$ cat config.mk
export PLATFORM = sky130hd
export DESIGN_NAME = signed_int_to_decimal_text_core
export DESIGN_NICKNAME = d
export VERILOG_FILES = /design/src/hw/rtl/sidt_pkg.sv /design/src/hw/rtl/sidt_bcd_unit.sv /design/src/hw/rtl/signed_int_to_decimal_text_core.sv
export VERILOG_INCLUDE_DIRS = /design/src /design/src/hw/rtl
export SDC_FILE = /design/constraint.sdc
export NUM_CORES = 1
export LEC_CHECK = 0
export ABC_AREA = 1
export BUFFER_PORTS_ARGS = -buffer_cell sky130_fd_sc_hd__buf_2
export CAP_MARGIN = 20
export CORE_ASPECT_RATIO = 1.5
export CORE_MARGIN = 4
export CORE_UTILIZATION = 40
export DETAILED_ROUTE_END_ITERATION = 10
export SLEW_MARGIN = 0
export SYNTH_ARGS = -nofsm -noshare
export SYNTH_HDL_FRONTEND = slang
export SYNTH_SLANG_ARGS = --single-unit
$ cat constraint.sdc
create_clock -name i_clk -period 3.9 [get_ports i_clk]
set_input_delay 0.195 -clock i_clk [delete_from_list [all_inputs] [get_ports i_clk]]
set_output_delay 0.195 -clock i_clk [all_outputs]
set_load 0.01 [all_outputs]
$ cat src/hw/rtl/signed_int_to_decimal_text_core_macros.svh
// Assertion macros for the file that checks its own logic.
`ifndef SIGNED_INT_TO_DECIMAL_TEXT_CORE_MACROS_SVH
`define SIGNED_INT_TO_DECIMAL_TEXT_CORE_MACROS_SVH

`ifndef SYNTH
`define SIDT_ASSERT_SAME(label, clk, rst_n, ante, cons) \
    label: assert property (@(posedge clk) disable iff (!rst_n) (ante) |-> (cons)) \
        else $error("same-cycle implication failed");
`define SIDT_ASSERT_NEXT(label, clk, rst_n, ante, cons) \
    label: assert property (@(posedge clk) disable iff (!rst_n) (ante) |=> (cons)) \
        else $error("next-cycle implication failed");
`else
`define SIDT_ASSERT_SAME(label, clk, rst_n, ante, cons)
`define SIDT_ASSERT_NEXT(label, clk, rst_n, ante, cons)
`endif

`endif

$ cat src/hw/rtl/sidt_pkg.sv
`timescale 1ns / 1ps

package sidt_pkg;

    localparam int VALUE_BITS = 32;
    // Decimal digits needed for the largest magnitude; 1233/4096 approximates log10(2).
    localparam int DIGITS     = ((VALUE_BITS * 1233) >> 12) + 1;
    localparam int BCD_W      = 4 * DIGITS;
    localparam int IDX_W      = $clog2(DIGITS);
    localparam int CNT_W      = $clog2(VALUE_BITS);

    localparam logic [7:0] CHAR_ZERO  = 8'd48;
    localparam logic [7:0] CHAR_NINE  = 8'd57;
    localparam logic [7:0] CHAR_MINUS = 8'd45;

    typedef struct packed {
        logic busy;
        logic done;
    } t_cvt_sts;

endpackage

$ cat src/hw/rtl/sidt_bcd_unit.sv
`timescale 1ns / 1ps

module sidt_bcd_unit
    import sidt_pkg::*;
(
    input  logic                  i_clk,
    input  logic                  i_rst_n,
    input  logic                  i_start,
    input  logic [VALUE_BITS-1:0] i_mag,
    output t_cvt_sts              o_sts,
    output logic [BCD_W-1:0]      o_bcd
);

    logic                  r_busy;
    logic                  n_busy;
    logic                  r_done;
    logic                  n_done;
    logic [CNT_W-1:0]      r_cnt;
    logic [CNT_W-1:0]      n_cnt;
    logic [VALUE_BITS-1:0] r_bin;
    logic [VALUE_BITS-1:0] n_bin;
    logic [BCD_W-1:0]      r_bcd;
    logic [BCD_W-1:0]      n_bcd;
    logic [BCD_W-1:0]      w_adj;

    // Shift-and-add-three: every digit of five or more is corrected before the shift.
    always_comb begin
        for (int d = 0; d < DIGITS; d++) begin
            if (r_bcd[4*d +: 4] >= 4'd5) begin
                w_adj[4*d +: 4] = r_bcd[4*d +: 4] + 4'd3;
            end else begin
                w_adj[4*d +: 4] = r_bcd[4*d +: 4];
            end
        end
    end

    always_comb begin
        n_busy = r_busy;
        n_done = 1'b0;
        n_cnt  = r_cnt;
        n_bin  = r_bin;
        n_bcd  = r_bcd;
        if (i_start) begin
            n_busy = 1'b1;
            n_cnt  = '0;
            n_bin  = i_mag;
            n_bcd  = '0;
        end else if (r_busy) begin
            n_bin = {r_bin[VALUE_BITS-2:0], 1'b0};
            n_bcd = {w_adj[BCD_W-2:0], r_bin[VALUE_BITS-1]};
            n_cnt = r_cnt + 1'b1;
            if (r_cnt == CNT_W'(VALUE_BITS - 1)) begin
                n_busy = 1'b0;
                n_done = 1'b1;
            end
        end
    end

    always_ff @(posedge i_clk) begin
        if (!i_rst_n) begin
            r_busy <= 1'b0;
            r_done <= 1'b0;
            r_cnt  <= '0;
        end else begin
            r_busy <= n_busy;
            r_done <= n_done;
            r_cnt  <= n_cnt;
        end
    end

    always_ff @(posedge i_clk) begin
        r_bin <= n_bin;
        r_bcd <= n_bcd;
    end

    assign o_sts.busy = r_busy;
    assign o_sts.done = r_done;
    assign o_bcd      = r_bcd;

endmodule

$ cat src/hw/rtl/signed_int_to_decimal_text_core.sv
// An accepted value runs through the 32 bit-serial steps of the BCD shift-and-add unit;
// its done strobe then moves the sequencer from S_CONV to S_EMIT, where the characters
// (1 to 11 per value) are registered. The input is not ready again until the last is.
// Characters leave at one per cycle while the output side is ready.
// Reset: synchronous, active low; the sequencer returns to idle and no output is valid.
`timescale 1ns / 1ps
`include "signed_int_to_decimal_text_core_macros.svh"

module signed_int_to_decimal_text_core
    import sidt_pkg::*;
(
    input  logic                  i_clk,
    input  logic                  i_rst_n,
    input  logic                  i_s_axis_tvalid,
    output logic                  o_s_axis_tready,
    input  logic [VALUE_BITS-1:0] i_s_axis_tdata,  // value
    output logic                  o_m_axis_tvalid,
    input  logic                  i_m_axis_tready,
    output logic [7:0]            o_m_axis_tdata,  // character
    output logic                  o_m_axis_tlast
);

    typedef enum logic [2:0] {
        S_IDLE = 3'b001,
        S_CONV = 3'b010,
        S_EMIT = 3'b100
    } t_state;

    t_state                r_state;
    t_state                n_state;
    logic                  r_neg;
    logic                  n_neg;
    logic [IDX_W-1:0]      r_idx;
    logic [IDX_W-1:0]      n_idx;
    logic                  r_tvalid;
    logic                  n_tvalid;
    logic [7:0]            r_char;
    logic [7:0]            n_char;
    logic                  r_last;
    logic                  n_last;

    logic                  w_accept;
    logic                  w_out_free;
    logic [VALUE_BITS-1:0] w_mag;
    t_cvt_sts              w_sts;
    logic [BCD_W-1:0]      w_bcd;
    logic [IDX_W-1:0]      w_top_idx;
    logic [3:0]            w_digit;
    logic                  w_char_digit;

    assign o_s_axis_tready = (r_state == S_IDLE);
    assign w_accept        = i_s_axis_tvalid && o_s_axis_tready;
    assign w_out_free      = !r_tvalid || i_m_axis_tready;
    assign w_mag           = i_s_axis_tdata[VALUE_BITS-1] ? (~i_s_axis_tdata + 1'b1)
                                                          : i_s_axis_tdata;

    sidt_bcd_unit u_bcd (
        .i_clk   (i_clk),
        .i_rst_n (i_rst_n),
        .i_start (w_accept),
        .i_mag   (w_mag),
        .o_sts   (w_sts),
        .o_bcd   (w_bcd)
    );

    // The highest non-zero digit opens the digits after any minus sign; zero keeps its single digit.
    always_comb begin
        w_top_idx = '0;
        for (int d = 0; d < DIGITS; d++) begin
            if (w_bcd[4*d +: 4] != 4'd0) begin
                w_top_idx = IDX_W'(d);
            end
        end
    end

    assign w_digit = w_bcd[{r_idx, 2'b00} +: 4];

    always_comb begin
        n_state  = r_state;
        n_neg    = r_neg;
        n_idx    = r_idx;
        n_tvalid = r_tvalid && !i_m_axis_tready;
        n_char   = r_char;
        n_last   = r_last;
        unique case (r_state)
            S_IDLE: begin
                if (w_accept) begin
                    n_neg   = i_s_axis_tdata[VALUE_BITS-1];
                    n_state = S_CONV;
                end
            end
            S_CONV: begin
                if (w_sts.done) begin
                    n_idx   = w_top_idx;
                    n_state = S_EMIT;
                end
            end
            S_EMIT: begin
                if (w_out_free) begin
                    n_tvalid = 1'b1;
                    if (r_neg) begin
                        n_char = CHAR_MINUS;
                        n_last = 1'b0;
                        n_neg  = 1'b0;
                    end else begin
                        n_char = CHAR_ZERO + {4'h0, w_digit};
                        n_last = (r_idx == '0);
                        if (r_idx == '0) begin
                            n_state = S_IDLE;
                        end else begin
                            n_idx = r_idx - 1'b1;
                        end
                    end
                end
            end
            default: begin
                n_state = S_IDLE;
            end
        endcase
    end

    always_ff @(posedge i_clk) begin
        if (!i_rst_n) begin
            r_state  <= S_IDLE;
            r_neg    <= 1'b0;
            r_tvalid <= 1'b0;
        end else begin
            r_state  <= n_state;
            r_neg    <= n_neg;
            r_tvalid <= n_tvalid;
        end
    end

    always_ff @(posedge i_clk) begin
        r_idx  <= n_idx;
        r_char <= n_char;
        r_last <= n_last;
    end

    assign o_m_axis_tvalid = r_tvalid;
    assign o_m_axis_tdata  = r_char;
    assign o_m_axis_tlast  = r_last;

    assign w_char_digit = (r_char >= CHAR_ZERO) && (r_char <= CHAR_NINE);

    `SIDT_ASSERT_SAME(a_ready_unit_idle, i_clk, i_rst_n, o_s_axis_tready, !w_sts.busy)
    `SIDT_ASSERT_NEXT(a_accept_starts, i_clk, i_rst_n, w_accept, w_sts.busy)
    `SIDT_ASSERT_SAME(a_done_in_conv, i_clk, i_rst_n, w_sts.done, r_state == S_CONV)
    `SIDT_ASSERT_SAME(a_last_is_digit, i_clk, i_rst_n, r_tvalid && r_last, w_char_digit)

endmodule
# After elaboration in Yosys (flattened, before gate mapping)
# Cells that the tools add are included.
# totals
input_bits	36
register_bits	97
# classes
mux	42
shift	1
n_addsub	14
reduce_logical	24
bitwise	3
magnitude_cmp	10
eq_ne	10
# ops
op	n
2-to-1 mux 32 bit	3
2-to-1 mux 4 bit	21
greater-or-equal comparator 4 x 3 -> 1 bit, second input constant	10
variable part select 40 x 7 -> 4 bit	1
adder 4 x 2 -> 4 bit, second input constant	9
nonzero test 4 bit	9
adder 32 x 1 -> 32 bit, second input constant	1
inverter 32 bit	1
2-to-1 mux 3 bit	6
AND reduction 5 bit	2
2-to-1 mux 1 bit	9
case mux 3 bit (3 select lines)	1
!= test 2 bit, second input constant	4
case mux 4 bit (2 select lines)	1
adder 6 x 4 -> 7 bit, first input constant	1
nonzero test 2 bit	3
adder 5 x 1 -> 5 bit, second input constant	1
== test 5 bit, second input constant	1
zero test 4 bit	1
!= test 2 x 1 -> 1 bit, second input constant	2
subtractor 4 x 1 -> 4 bit, second input constant	1
adder 3 x 2 -> 3 bit, second input constant	1
== test 3 x 1 -> 1 bit, second input constant	1
== test 3 x 2 -> 1 bit, second input constant	1
other kinds (10)	13

# Logic depth before layout (Yosys ltp)
# Gate-level depths: netlist of run 1.
# logic_depth
depth_word	12
mapped_depth	13
ltp_nobuf	13

# Hierarchy
# A second synthesis of run 1 with hierarchy kept.
# hier_totals
hier_cells	917
hier_area_um2	6411.1
# modules_own_cells
mod	n_inst	seq_area_each_um2	cells_per_inst	area_per_inst_um2
sidt_bcd_unit	1	1901.8	528	4043.9
signed_int_to_decimal_text_core	1	400.4	389	2367.3

# Worst setup path after synthesis of run 1
# No wires, ideal clock.
# synth_path
kind	register to register
startpoint	register r_idx[1]
endpoint	register r_idx[0], enable pin
synth_period_minus_slack_ps	1679
setup_slack_ps	2221
arrival_ps	1339
path_stages_with_launch	7
setup_time_ps	339
path_buffers	1
path_cell_list	edfxtp_1 -> buf_2 -> clkinv_1 -> ha_1 -> nand2_1 -> o21ai_0 -> a21oi_1
# synth_between
elab_chain_cells	3
# synth_rtl
element	line_no	rtl
start, declared	signed_int_to_decimal_text_core.sv:33	logic [IDX_W-1:0] r_idx;
start signal, assigned	signed_int_to_decimal_text_core.sv:135	r_idx <= n_idx;
zero test 4 bit	signed_int_to_decimal_text_core.sv:108	if (r_idx == '0) begin
!= test 2 bit (no source line)	n/a	
AND reduction 5 bit (no source line)	n/a	
# Every way passes these cells.
# A chain may end at the register's enable or synchronous reset.

# Final worst setup path of run 1
# layout_path
startpoint	register r_idx[0]
endpoint	register r_idx[0], enable pin
# Same word-level chain as after synthesis.

==> results.py, run 1 <==
metrics = {
    "synthesis": {
        "synth_cell_types": 42,
        "yosys.area.top_type": "edfxtp_1",
        "synthTopCellsByCount": "nand2_1 (181), inv_1 (110), o21ai_0 (83), nor2_1 (77), nand3_1 (53)",
        "yosys_register_bits": 94,
        "synth_top_area_share": 0.214,
        "yosys-top-cells-area": "edfxtp_1 (21%), dfxtp_1 (18%), nand2_1 (12%)",
        "synth_area_um2": 5890,
        "synth_most_common_cell": "nand2_1",
        "post_synth.cell_area_avg_um2": 7.26,
        "synth-seq-area-share": 0.391,
        "synth_enable_flop_cells": 42,
        "ys_async_sr_fraction": 0,
        "synthCells": 811,
        "synth-warning-count": 0,
        "synth_ff_type": "dfxtp_1",
    },
    "clocking": {
        "clock_insertion_delay_worst_skew_ns": 0.35,
        "ctsHtreeMaxLevel": 3,
        "tritoncts.num_buffers": 9,
        "tritoncts_num_sinks": 94,
        "postCtsSetupRepairBufs": 0,
        "post_cts_hold_buffer_count": 0,
        "cts_repair_resized_insts": 0,
        "clockBufferDepth": 2,
        "clkSlewWorstSetupHoldPaths_ns": 0.06,
        "tritoncts": "built",
        "cts.root.buffer_cell": "clkbuf_16",
    },
    "placed_design": {
        "dpl_worst_slack_ns": 1.50,
        "gpl.final_weighted_congestion": 0.860,
        "dp_cells": 1026,
        "placedInstanceArea_um2": 6240,
        "detailedPlacementHpwl_um": 10900,
        "io_buffers": 43,
    },
    "sta": {
        "fin_crit_ns": 2.41,
        "grt_setup_unrepaired": "no",
        "timing.final.setup_violations": 0,
        "timing.slew.headroom": 0.592,
        "final.period_utilization": 0.619,
        "timing_hold_violations_final": 0,
        "totalNegativeSetupSlack_ns": 0,
        "finalWorstSetupSlack_ns": 1.49,
        "final.hold.worst_slack_ns": 0.121,
        "report.final.slew_viol_count": 0,
        "maximum_clock_frequency_mhz": 414,
        "timing_worst_slew_pin_value_ns": 0.610,
        "final.setup_skew_ns": 0.00788,
    },
    "global_routing": {
        "grt-ovfl-total": 0,
        "grt_max_degree": 44,
        "grt_antenna_before_repair": 0,
        "grt_use_total": 0.175,
        "grt_pass1_wl_um": 23600,
        "first_global_vias": 4939,
    },
    "finish": {
        "antenna_cells": 0,
        "nNetsFinal": 901,
        "fillCellCount": 1511,
        "drive_above_1_share": 0.0887,
        "final_instance_area_um2": 6570,
        "instances_no_fill": 1042,
        "flow.area_growth_from_synthesis_pct": 11.5,
    },
    "hold_path": {
        "hold_path_class": "primary input to flip-flop",
    },
    "power_and_ir_drop": {
        "power.ir.vdd_worst_mv": 0.210,
        "leak_uw": 0.00285,
        "power.density_nw_per_um2": 391,
    },
    "critical_path": {
        "cp-start-kind": "flip-flop",
        "timing.critical_path.arrival_ns": 2.42,
        "crit_required_ns": 3.90,
        "r2r_slack_ns": 1.49,
        "path_max_fanout": 23,
        "end_kind": "flip-flop",
        "timing_worst_setup_path_type": "flip-flop to flip-flop",
    },
    "die": {
        "vertical_die_dimension_um": 157,
        "initial_utilization": 0.405,
        "io_pins": 47,
        "die-area_um2": 16800,
        "die-width_um": 107,
        "core_area_um2": 14500,
        "fp-row-count": 54,
    },
    "routing": {
        "num_vias": 5218,
        "vias_per_cell": 5.01,
        "route.detailed.drc": 0,
        "drt-pass1-iter-count": 4,
        "wire_per_inst_um": 13.8,
        "detail-route-antenna-nets": 0,
        "drt-total-wl_um": 14400,
        "detail_route.iter0.violations": 176,
    },
    "status": {
        "run_status": "completed",
    },
    "run": {
        "max-cap-violations": 0,
    },
}
-- state kept, by name, summed over array words and instances, names as in the netlist, 3 cells and up --
register        count
o_m_axis_tdata      5
r_idx               4
r_state             3
u_bcd.o_bcd        40
u_bcd.r_bin        32
u_bcd.r_cnt         5
-- per-stage QoR --
step,total power (uW),utilization
3_5_place_dp,1650,0.430
4_1_cts,2600,0.452
6_report,2560,0.452
5_1_grt,2690,0.452
2_1_floorplan,1520,-
3_3_place_gp,1640,0.430
-- area by class of cell --
type / instances / area (um^2) / area share
clock buffers: 13 / 283 / 0.0431
clock inverters: 3 / 38.8 / 0.00591
inverters: 115 / 434 / 0.0661
multi-input cells: 575 / 3010 / 0.459
flip-flops and latches: 94 / 2300 / 0.351
well taps: 196 / 245 / 0.0373
repair buffers: 46 / 250 / 0.0381
-- critical path: stages, from the launching register on --
cell and delay, ns:
edfxtp_1 0.72, inv_1 0.44, ha_1 0.36, nand2_1 0.09
o21ai_0 0.10, a21oi_1 0.36
-- layout by cell type (no fill, tap or decap), types with 5 or more instances in the layout --
cell type	count
nand2_1	181
o21ai_0	83
edfxtp_1	42
ha_1	24
nor3_1	9
nand4_1	8
a22oi_1	7
dfxtp_1	52
o32ai_1	6
xor2_1	21
nand3_1	53
o22ai_1	6
inv_1	110
buf_2	43
clkbuf_16	11
a21oi_1	45
xnor2_1	5
a31oi_1	12
nor2_1	77
-- final timing paths --
| kind | startpoint | to | cells past startpoint |
|---|---|---|---|
| min | i_rst_n | r_neg | 2 |
| min reg2reg | u_bcd.r_bin[31] | u_bcd.o_bcd[0] | 2 |
| max reg2reg | r_idx[0] | r_idx[0] | 5 |
| max | r_idx[0] | r_idx[0] | 5 |
-- power by group --
part / switching, uW / internal (uW)
Sequential: 45.4 / 1160
Combinational: 285 / 135
Clock: 369 / 572
Total: 699 / 1870
-- routing by layer --
layer	track usage	wire (um)	vias to the layer above	share of wire
li1	-	-	2738	-
met1	0.208	6290	2363	0.44
met4	0.0890	396	0	0.027
met3	0.0198	429	21	0.030
met2	0.310	7300	96	0.51
met5	0	0	-	0
-- cell families after synthesis --
logic type / after synthesis / synth area share
simple gates: 349 / 0.255
xor+xnor: 26 / 0.0387
flops: 94 / 0.391
buf+inv: 143 / 0.0982
fa+ha+maj: 24 / 0.0510
other cells: 2 / 0.00128
compound gates: 173 / 0.165
Power figures use the tool's default switching activity.
==> run 2: changes to the inputs <==
==> constraint.sdc (replaced) <==
create_clock -name i_clk -period 2.3 [get_ports i_clk]
set_input_delay 0.115 -clock i_clk [delete_from_list [all_inputs] [get_ports i_clk]]
set_output_delay 0.115 -clock i_clk [all_outputs]
set_load 0.01 [all_outputs]
==> results.py, run 2 (synthesis gave the netlist of run 1 again) <==
metrics = {
    "status": {
        "run_status": "completed",
    },
    "hold_path": {
        "worst_min_path_start": "i_rst_n",
        "min_delay_worst_endpoint": "r_neg",
        "worst_hold_path.num_cells": 2,
        "hold_path_class": "primary input to flip-flop",
    },
    "sta": {
        "fin_crit_ns": 1.82,
        "final.setup_skew_ns": 0.0103,
        "timing.slew.headroom": 0.589,
        "timing.final.setup_violations": 0,
        "timing_worst_slew_pin_value_ns": 0.614,
        "grt_setup_unrepaired": "no",
        "final.period_utilization": 0.793,
        "totalNegativeSetupSlack_ns": 0,
        "timing_hold_violations_final": 0,
        "report.final.slew_viol_count": 0,
        "maximum_clock_frequency_mhz": 549,
    },
    "global_routing": {
        "grt_max_degree": 40,
        "first_global_vias": 5122,
        "grt_most_used_layer": "met2",
        "gr-usage-met1": 0.206,
        "globalRouteMet2Util": 0.318,
        "met3_routing_resource_usage_after_global_routing": 0.0293,
        "grt_use_total": 0.178,
        "grt_pass1_wl_um": 24100,
        "grt-ovfl-total": 0,
        "grt_antenna_before_repair": 0,
    },
    "critical_path": {
        "r2r_slack_ns": 0.48,
        "r2r_cells": 5,
        "end_kind": "flip-flop",
        "timing.rr.start": "r_idx[1]",
        "crit_required_ns": 2.30,
        "cp-start-kind": "flip-flop",
        "critPathMaxStageDelay_ns": 0.54,
        "timing.critical_path.arrival_ns": 1.82,
        "r2r_end": "r_idx[3]",
        "timing_worst_setup_path_type": "flip-flop to flip-flop",
        "critical-path-slowest-cell": "edfxtp_1",
        "cp_cell_sequence": "clkinv_1 -> ha_1 -> nand2_1 -> o21ai_0 -> a21oi_1",
        "path_max_fanout": 10,
    },
    "routing": {
        "wire_per_inst_um": 13.7,
        "drt-total-wl_um": 14400,
        "vias_per_cell": 5.02,
        "drt-pass1-iter-count": 4,
        "detail_route.iter0.violations": 115,
        "detail-route-antenna-nets": 0,
        "route.detailed.drc": 0,
        "num_vias": 5282,
    },
    "clocking": {
        "clkSlewWorstSetupHoldPaths_ns": 0.07,
        "clockBufferDepth": 2,
        "clock_insertion_delay_worst_skew_ns": 0.34,
        "post_cts_hold_buffer_count": 0,
        "tritoncts.num_buffers": 9,
        "cts.root.buffer_cell": "clkbuf_16",
        "postCtsSetupRepairBufs": 0,
        "ctsHtreeMaxLevel": 3,
        "tritoncts": "built",
        "cts_repair_resized_insts": 0,
        "tritoncts_num_sinks": 94,
    },
    "placed_design": {
        "gpl.final_weighted_congestion": 0.832,
        "detailedPlacementHpwl_um": 11000,
        "io_buffers": 43,
    },
    "finish": {
        "finalCoreUtilization": 0.457,
        "drive_above_1_share": 0.102,
        "largest_register_ff_count": 40,
        "commonest_non_fill_non_tap_cells_in_the_layout": "nand2_1 (181), inv_1 (110), o21ai_0 (83), nor2_1 (77), nand3_1 (53)",
        "antenna_cells": 0,
        "mostFrequentLayoutCell": "nand2_1",
        "flow.area_growth_from_synthesis_pct": 12.8,
        "nNetsFinal": 911,
    },
    "power_and_ir_drop": {
        "leak_uw": 0.00290,
        "total_power_uw": 4360,
        "power.density_nw_per_um2": 656,
        "power.ir.vdd_worst_mv": 0.349,
    },
    "run": {
        "max-cap-violations": 0,
    },
    "die": {
        "vertical_die_dimension_um": 157,
        "die-area_um2": 16800,
        "die-width_um": 107,
        "fp-row-count": 54,
        "io_pins": 47,
        "initial_utilization": 0.405,
        "core_area_um2": 14500,
    },
}
[run 2: cell types whose count changed in the layout (fill, tap and decap cells not counted), sizes merged]
| cell | previous run | this run |
|---|---|---|
| bufinv | 1 | 0 |
| inv | 113 | 115 |
| buf | 46 | 56 |
| clkinv | 4 | 3 |
[run 2: worst max-delay path by stage]
stage                     slack, ns       end      from
final                          0.48  r_idx[3]  r_idx[1]
after global placement         0.52  r_idx[1]  r_idx[1]
after detailed placement       0.51  r_idx[0]  r_idx[1]
after global routing           0.28  r_idx[0]  r_idx[1]
after CTS                      0.48  r_idx[0]  r_idx[1]
after floorplan                0.62  r_idx[0]  r_idx[1]
[run 2: cell type report]
class                   instances  area (um^2)
clock buffers                  13          303
clock inverters                 3         18.8
fillers                      1518         7890
inverters                     115          434
multi-input cells             575         3010
flip-flops and latches         94         2300
well taps                     196          245
repair buffers                 56          325
[run 2: per-stage QoR]
| stage | worst slack [ns] | cell area (um^2) | hold slack (ns) | cells |
|---|---|---|---|---|
| floorplan | 0.621 | 5890 | 0.261 | 812 |
| CTS | 0.482 | 6640 | 0.0482 | 1052 |
| global route | 0.285 | 6640 | 0.0586 | 1052 |
| global placement | 0.517 | 6320 | 0.408 | 1036 |
| finish | 0.477 | 6640 | 0.0477 | 1052 |
| detailed placement | 0.512 | 6320 | 0.412 | 1036 |
[run 2: per-layer routing]
metal	share of wire	vias up	wire length (um)
met1	0.42	2358	6080
met3	0.038	36	545
met4	0.035	0	500
met2	0.50	117	7250
li1	-	2771	-
met5	0	-	0
[run 2: critical path: cells and delay by family, from the launching register on]
| family | cells | cell delay [ns] |
|---|---|---|
| adder cells (fa/ha/maj) | 1 | 0.23 |
| buffers and inverters | 1 | 0.15 |
| flip-flops | 1 | 0.54 |
| AO/OA/AOI/OAI | 2 | 0.47 |
| AND/OR/NAND/NOR | 1 | 0.09 |
[run 2: report_power, final]
| group | switching, uW | internal [uW] | leakage, uW |
|---|---|---|---|
| registers | 68.2 | 1960 | 0.000828 |
| logic | 511 | 252 | 0.00191 |
| clock network | 636 | 926 | 0.000160 |
